**src/rtl/core/dedl_pkg.sv**
```systemverilog
package dedl_pkg;

  localparam int CAPACITY = 256;
  localparam int ELEM_W   = 32;
  localparam int ADDR_W   = $clog2(CAPACITY);
  localparam int CNT_W    = $clog2(CAPACITY + 1);
  localparam int CMD_W    = 3;
  localparam int POS_W    = 9;
  localparam int FILL_W   = 9;
  localparam int STAT_W   = 2;

  typedef enum logic [CMD_W-1:0] {
    CMD_INS_HEAD = 3'd0,
    CMD_INS_TAIL = 3'd1,
    CMD_REM_HEAD = 3'd2,
    CMD_REM_TAIL = 3'd3,
    CMD_RD_HEAD  = 3'd4,
    CMD_RD_TAIL  = 3'd5,
    CMD_RD_INDEX = 3'd6
  } cmd_t;

  typedef enum logic [STAT_W-1:0] {
    ST_OK    = 2'd0,
    ST_FULL  = 2'd1,
    ST_EMPTY = 2'd2,
    ST_RANGE = 2'd3
  } status_t;

  // One access to the slot memory per transaction.
  typedef struct packed {
    logic              en;
    logic              we;
    logic [ADDR_W-1:0] addr;
    logic [ELEM_W-1:0] wdata;
  } mem_req_t;

  // Result fields known at acceptance; the element itself follows from memory.
  typedef struct packed {
    status_t           status;
    logic [FILL_W-1:0] fill;
    logic              use_mem;
  } res_t;

  // Physical slot of a logical position; the sum stays below twice the capacity.
  function automatic logic [ADDR_W-1:0] ring_slot(input logic [ADDR_W-1:0] head,
                                                  input logic [ADDR_W-1:0] logical);
    logic [ADDR_W:0] sum;
    sum = {1'b0, head} + {1'b0, logical};
    if (sum >= (ADDR_W+1)'(CAPACITY)) begin
      sum = sum - (ADDR_W+1)'(CAPACITY);
    end
    return sum[ADDR_W-1:0];
  endfunction

endpackage

```
**src/rtl/core/dedl_ctrl.sv**
```systemverilog
module dedl_ctrl (
  input  logic                         clk,
  input  logic                         rst,
  input  logic                         accept,
  input  logic [dedl_pkg::CMD_W-1:0]   cmd,
  input  logic [dedl_pkg::ELEM_W-1:0]  element,
  input  logic [dedl_pkg::POS_W-1:0]   position,
  output dedl_pkg::mem_req_t           mem_req,
  output dedl_pkg::res_t               res
);
  import dedl_pkg::*;

  logic [ADDR_W-1:0] head;
  logic [ADDR_W-1:0] head_next;
  logic [CNT_W-1:0]  count;
  logic [CNT_W-1:0]  count_next;

  logic              is_full;
  logic              is_empty;
  logic [ADDR_W-1:0] tail_logical;
  logic [ADDR_W-1:0] last_logical;
  logic [ADDR_W-1:0] head_dec;
  logic [ADDR_W-1:0] head_inc;
  logic              pos_in_range;
  logic              pos_occupied;
  logic              mem_en;
  logic              mem_we;
  logic [ADDR_W-1:0] mem_addr;
  logic [ELEM_W-1:0] mem_wdata;
  status_t           status;
  logic              use_mem;

  always_comb begin
    is_full      = (count >= CNT_W'(CAPACITY));
    is_empty     = (count == '0);
    tail_logical = ADDR_W'(count);
    last_logical = ADDR_W'(count - CNT_W'(1));
    head_dec     = (head == '0) ? ADDR_W'(CAPACITY - 1) : head - ADDR_W'(1);
    head_inc     = (head == ADDR_W'(CAPACITY - 1)) ? '0 : head + ADDR_W'(1);
    pos_in_range = (32'(position) < 32'(CAPACITY));
    pos_occupied = (32'(position) < 32'(count));
  end

  always_comb begin
    head_next  = head;
    count_next = count;
    mem_en     = 1'b0;
    mem_we     = 1'b0;
    mem_addr   = head;
    mem_wdata  = '0;
    status     = ST_OK;
    use_mem    = 1'b0;
    unique case (cmd_t'(cmd))
      CMD_INS_HEAD: begin
        if (is_full) begin
          status = ST_FULL;
        end else begin
          head_next  = head_dec;
          count_next = count + CNT_W'(1);
          mem_en     = 1'b1;
          mem_we     = 1'b1;
          mem_addr   = head_dec;
          mem_wdata  = element;
        end
      end
      CMD_INS_TAIL: begin
        if (is_full) begin
          status = ST_FULL;
        end else begin
          count_next = count + CNT_W'(1);
          mem_en     = 1'b1;
          mem_we     = 1'b1;
          mem_addr   = ring_slot(head, tail_logical);
          mem_wdata  = element;
        end
      end
      CMD_REM_HEAD: begin
        if (is_empty) begin
          status = ST_EMPTY;
        end else begin
          head_next  = head_inc;
          count_next = count - CNT_W'(1);
          mem_en     = 1'b1;
          mem_we     = 1'b1;
          mem_addr   = head;
        end
      end
      CMD_REM_TAIL: begin
        if (is_empty) begin
          status = ST_EMPTY;
        end else begin
          count_next = count - CNT_W'(1);
          mem_en     = 1'b1;
          mem_we     = 1'b1;
          mem_addr   = ring_slot(head, last_logical);
        end
      end
      CMD_RD_HEAD: begin
        if (is_empty) begin
          status = ST_EMPTY;
        end else begin
          mem_en   = 1'b1;
          mem_addr = head;
          use_mem  = 1'b1;
        end
      end
      CMD_RD_TAIL: begin
        if (is_empty) begin
          status = ST_EMPTY;
        end else begin
          mem_en   = 1'b1;
          mem_addr = ring_slot(head, last_logical);
          use_mem  = 1'b1;
        end
      end
      CMD_RD_INDEX: begin
        if (!pos_in_range) begin
          status = ST_RANGE;
        end else begin
          // Slots beyond the fill count are not read and return zero, so only occupied ones are read.
          mem_en   = pos_occupied;
          mem_addr = ring_slot(head, ADDR_W'(position));
          use_mem  = pos_occupied;
        end
      end
      default: begin
      end
    endcase
  end

  always_comb begin
    mem_req.en    = accept && mem_en;
    mem_req.we    = mem_we;
    mem_req.addr  = mem_addr;
    mem_req.wdata = mem_wdata;
    res.status    = status;
    res.fill      = FILL_W'(count_next);
    res.use_mem   = use_mem;
  end

  always_ff @(posedge clk) begin
    if (rst) begin
      head  <= '0;
      count <= '0;
    end else if (accept) begin
      head  <= head_next;
      count <= count_next;
    end
  end

endmodule

```
**config.mk**
```make
export PLATFORM = sky130hd
export DESIGN_NAME = dedl_ctrl
export DESIGN_NICKNAME = d
export VERILOG_FILES = /design/src/rtl/core/dedl_pkg.sv /design/src/rtl/core/dedl_ctrl.sv
export SDC_FILE = /design/constraint.sdc
export NUM_CORES = 1
export LEC_CHECK = 0
export BUFFER_PORTS_ARGS = -buffer_cell sky130_fd_sc_hd__buf_4
export CORE_ASPECT_RATIO = 1.25
export CORE_MARGIN = 1
export CORE_UTILIZATION = 30
export CTS_BUF_LIST = sky130_fd_sc_hd__clkbuf_16
export DETAILED_ROUTE_END_ITERATION = 10
export PLACE_DENSITY = 0.52
export SLEW_MARGIN = 10
export SYNTH_ARGS = -nofsm -noshare
export SYNTH_HDL_FRONTEND = slang
export SYNTH_SLANG_ARGS = --single-unit
```
**constraint.sdc**
```tcl
create_clock -name clk -period 3.5 [get_ports clk]
set_input_delay 0 -clock clk [delete_from_list [all_inputs] [get_ports clk]]
set_output_delay 0 -clock clk [all_outputs]
set_load 0.01 [all_outputs]
```
* Yosys cells after proc, flatten, opt, wreduce, memory -nomap -nowiden *
Cells that the tools add are included.

storage, ports and cells
  input bits = 47
  flip-flop bits (word level) = 17

operators by class
  reductions and logical operators = 11
  $lt $le $gt $ge = 6
  muxes and demuxes = 27
  eq/ne operators = 8
  $add $sub $neg = 10

operators with widths
  cell                                                                 number
  8-bit 2-to-1 mux                                                     10
  32-bit 2-to-1 mux                                                    2
  9-bit >= comparator (second input constant)                          4
  8-bit one-hot mux with 4 select lines                                1
  8-bit by 1-bit subtractor with 8-bit output (second input constant)  4
  8-bit by 8-bit adder with 9-bit output                               3
  9-bit 2-to-1 mux                                                     2
  9-bit one-hot mux with 2 select lines                                1
  8-bit one-hot mux with 2 select lines                                1
  9-bit by 1-bit adder with 9-bit output (second input constant)       1
  3-bit == test (second input constant)                                3
  9-bit zero test                                                      1
  9-bit < comparator                                                   1
  9-bit < comparator (second input constant)                           1
  9-bit by 1-bit subtractor with 9-bit output (second input constant)  1
  8-bit by 1-bit adder with 8-bit output (second input constant)       1
  8-bit == test (second input constant)                                1
  8-bit zero test                                                      1
  2-bit OR reduction                                                   4
  3-bit by 2-bit == test with 1-bit output (second input constant)     2
  2-bit one-hot mux with 3 select lines                                1
  1-bit 2-to-1 mux                                                     4
  2-bit 2-to-1 mux                                                     2
  1-bit one-hot mux with 2 select lines                                2
  other kinds (8)                                                      8

* Longest topological paths before layout *
  depth in word-level cells = 6
  depth in mapped cells = 13

* Worst setup path after synthesis *
OpenSTA, ideal clock, no wires.

  kind = reg-to-output
  start point = register count[1]
  end point = output mem_req[39] (netlist name)
  arrival time = 2,813 ps
  slack = 687 ps
  buffers on the path = 1
  stages on the path, launching flop included = 14
  path through = dfxtp_1 -> inv_1 -> ha_1 -> and2_0 -> clkbuf_1 -> xnor2_1 -> ha_1 -> a21o_1 -> a31o_2 -> a21oi_1 -> xnor2_1 -> or3_1 -> a21o_1 -> a21oi_1

RTL lines
  what                      line              text
  start: declaration        dedl_ctrl.sv:15   logic [CNT_W-1:0] count;
  start signal: assignment  dedl_ctrl.sv:147  count <= count_next;
  end: declaration          dedl_ctrl.sv:8    output dedl_pkg::mem_req_t mem_req,

==> Flow_metrics.wiki <==
{| class="wikitable"
! Metric !! Value
|-
| Number of cells produced by synthesis || 467
|-
| Yosys warning total || 0
|-
| Leading cell type in the layout, fill and taps excluded || sky130_fd_sc_hd__buf_4
|-
| Top library cells by usage in the layout, fill and taps aside || 112 x sky130_fd_sc_hd__buf_4, 41 x sky130_fd_sc_hd__nor2_1, 38 x sky130_fd_sc_hd__nand2_1
|-
| Switching Share || 43.5%
|-
| Synthesized net count || 551
|-
| Asr flop ratio synth || 0%
|-
| Status || finished clean
|-
| GP Congestion || 0.925
|-
| Layout Utilization || 39.9%
|-
| Worst hold path type || in2reg
|-
| Overall die width || 95.4 um
|-
| Clk pwr share || 20.3%
|-
| EDFF count, synth || 0
|-
| Post-DP HPWL || 10400 um
|-
| DRT Pass-1 Iters || 5
|-
| Rows || 42
|-
| Final setup violation count || 0
|-
| Number of routed nets with antenna violations || 0
|-
| Detailed router's first-iteration violation count || 227
|-
| Insertion delay of the later-clocked pin in the worst-skew pair || 0.26 ns
|-
| Clock Sink Count || 17
|-
| Upper clock frequency limit || 309 MHz
|-
| Net load switching power || 0.000531 W
|-
| Proportion of power drawn by flip-flops and latches || 19.3%
|-
| Sequential element share of the synthesized area || 10.4%
|-
| Vias per inst || 5.64
|-
| Pre-CTS setup slack || 0.376 ns
|-
| Areal power density over the cells || 288 mW/mm^2
|-
| Fraction of the cycle the final worst path needs || 92.5%
|-
| Detailed-route via count || 3852
|-
| CTS root buffer || sky130_fd_sc_hd__clkbuf_16
|-
| Tot GR Track Use || 23.0%
|-
| Count of different cell masters after synthesis || 65
|-
| Setup crit start || count[0]$_SDFFE_PP0P_
|-
| Max Clock Skew || 0.0109 ns
|-
| Max-cap violations || 0
|-
| Reported leakage power || 1.94 nW
|-
| Worst relative slew slack || 39.2%
|-
| Vertical die dimension || 119 um
|-
| Post-DR wirelength/cell || 18.5 um
|-
| Cell internal pwr || 0.000689 W
|-
| Vias in the first global route || 3936
|-
| Worst Setup End Kind || output pin
|-
| Total power after layout || 0.00122 W
|-
| Share of post-route cells with drive strength above 1 || 24.0%
|-
| Worst Reg-to-Reg Cells || 9
|-
| Hold violation count in the final report || 0
|-
| Overall die area || 0.0113 mm^2
|-
| Register bit count reported by yosys || 17
|-
| Area added between synthesis and finish || 29.3%
|-
| Post-route setup TNS || 0 ns
|-
| Worst setup slack after layout || 0.263 ns
|-
| Port Buf Inserts || 100
|-
| Netlist area before placement || 0.00327 mm^2
|-
| Post-synth top flop || sky130_fd_sc_hd__dfxtp_1
|-
| Floorplan Core Area || 0.0106 mm^2
|-
| R2r endpoint || head[2]$_SDFFE_PP0P_
|-
| Period minus WS final || 3.24 ns
|-
| Clk buf depth || 2
|-
| Max-slew violation count || 0
|-
| Postcts setup bufs || 0
|-
| RSZ-0062 raised after global routing || no
|-
| CP Class || reg2out
|-
| Part of the power in combinational logic || 60.4%
|-
| Layout fillers || 1174
|-
| Initial core utilization || 30.8%
|-
| Detailed Route WL || 12700 um
|-
| TritonCTS buffer count || 3
|-
| Mean Syn Cell Area || 7.01 um^2
|-
| Critical Path Sink || mem_req[39]
|-
| Peak supply drop || 0.141 mV
|-
| Antenna Cells || 0
|-
| Count of nets after finishing || 636
|-
| WP data arrival || 3.24 ns
|-
| Maximum fanout along the worst path || 6
|-
| Remaining DRCs || 0
|-
| Pin count of the biggest net entering global routing || 36
|-
| Worst setup slack for register-to-register paths || 0.99 ns
|-
| CP Launch Type || flip-flop
|-
| Max H-tree Level || 1
|-
| Initial antenna violation count || 0
|-
| Worst Tran Pin Value || 0.904 ns
|-
| Global route total overflow || 0
|-
| Clock tree from TritonCTS || yes
|-
| Clock edge transition at the registers on the reported setup and hold paths || 0.06 ns
|-
| I/O pin total || 101
|-
| Crit Reg-Reg Startpoint || head[1]$_SDFFE_PP0P_
|-
| Critical path required time || 3.50 ns
|-
| First-pass GRT wire length || 20100 um
|}
synth_stat cells, types with 6 or more instances:
library cell / instances / share of area, %
sky130_fd_sc_hd__nor2b_1: 6 / 1.1
sky130_fd_sc_hd__nor2_1: 41 / 4.7
sky130_fd_sc_hd__inv_1: 19 / 2.2
sky130_fd_sc_hd__nand3_1: 15 / 2.3
sky130_fd_sc_hd__clkbuf_1: 23 / 2.6
sky130_fd_sc_hd__o21ai_0: 25 / 3.8
sky130_fd_sc_hd__and2_1: 33 / 6.3
sky130_fd_sc_hd__mux2i_1: 8 / 2.4
sky130_fd_sc_hd__a31oi_1: 8 / 1.5
sky130_fd_sc_hd__a21o_1: 11 / 2.5
sky130_fd_sc_hd__nand2_1: 38 / 4.4
sky130_fd_sc_hd__nand2b_1: 6 / 1.1
sky130_fd_sc_hd__xnor2_1: 24 / 6.4
sky130_fd_sc_hd__o22ai_1: 8 / 1.5
sky130_fd_sc_hd__dfxtp_1: 17 / 10
sky130_fd_sc_hd__a21oi_1: 37 / 5.7
sky130_fd_sc_hd__ha_1: 34 / 13
sky130_fd_sc_hd__nor3_1: 16 / 2.4
layer usage:
layer / part of all wire [%] / global-route usage (%) / routed length (um)
met1: 39 / 26.6 / 4970
met2: 51 / 41.3 / 6410
met3: 6.1 / 3.02 / 773
met4: 4.1 / 9.24 / 515
met5: 0 / 0 / 0
kinds of logic after synthesis:
logic type	after synthesis	share of synthesized area (%)
AO/OA/AOI/OAI	140	28.8
flip-flops	17	10.4
buffers and inverters	51	6.27
AND/OR/NAND/NOR	184	29.1
XOR/XNOR	29	7.76
adder cells (fa/ha/maj)	37	14.8
multiplexers	9	2.79
worst min path at each step:
| stage | slack, ns | to | cells after the start | start |
|---|---|---|---|---|
| floorplan | 0.14 | mem_req[0] | 1 | element[0] |
| global placement | 0.29 | mem_req[27] | 3 | element[27] |
| detailed placement | 0.29 | mem_req[30] | 3 | element[30] |
| CTS | 0.07 | count[8]$_SDFFE_PP0P_ | 2 | rst |
| global route | 0.07 | count[7]$_SDFFE_PP0P_ | 2 | rst |
| finish | 0.06 | head[2]$_SDFFE_PP0P_ | 2 | rst |
metrics by stage:
stage | cells | hold WS (ns) | cell area (um^2)
floorplan | 467 | 0.144 | 3270
global placement | 679 | 0.286 | 4140
detailed placement | 679 | 0.287 | 4140
CTS | 683 | 0.0654 | 4230
global route | 683 | 0.0700 | 4230
finish | 683 | 0.0592 | 4230
sequential cells by signal (all words and copies together) (netlist names):
register  cells
count         9
head          8
layout make-up:
| type | instances | area (um^2) | area share, % |
|---|---|---|---|
| multi-input cells | 399 | 2730 | 64.5 |
| clock buffers | 3 | 75.1 | 1.77 |
| clock inverters | 1 | 7.51 | 0.177 |
| well taps | 132 | 165 | 3.90 |
| repair buffers | 112 | 841 | 19.9 |
| inverters | 19 | 71.3 | 1.69 |
| flip-flops and latches | 17 | 343 | 8.10 |
power by group through the flow:
stage	combinational (W)	sequential [W]	clock, W
floorplan	0.000475	0.000225	0
global placement	0.000730	0.000237	0
detailed placement	0.000734	0.000238	0
CTS	0.000737	0.000233	0.000256
global route	0.000810	0.000237	0.000261
finish	0.000738	0.000235	0.000248
repair_timing:
item	4_1_cts	5_1_grt
resized for setup	0	4
hold buffers	0	0
setup endpoints to repair	0	2
worst max-delay path, cell delays in order, from the launching register on:
cell                      delay (ns)
sky130_fd_sc_hd__dfxtp_2        0.35
sky130_fd_sc_hd__inv_1          0.18
sky130_fd_sc_hd__ha_1           0.29
sky130_fd_sc_hd__and2_2         0.27
sky130_fd_sc_hd__xnor2_1        0.16
sky130_fd_sc_hd__ha_1           0.31
sky130_fd_sc_hd__a21o_1         0.19
sky130_fd_sc_hd__a31o_2         0.20
sky130_fd_sc_hd__a21oi_1        0.14
sky130_fd_sc_hd__xnor2_1        0.12
sky130_fd_sc_hd__or3_1          0.33
sky130_fd_sc_hd__a21o_1         0.18
sky130_fd_sc_hd__a21oi_1        0.12
sky130_fd_sc_hd__buf_4          0.14
Note: power is estimated with default switching activity, not from simulation.
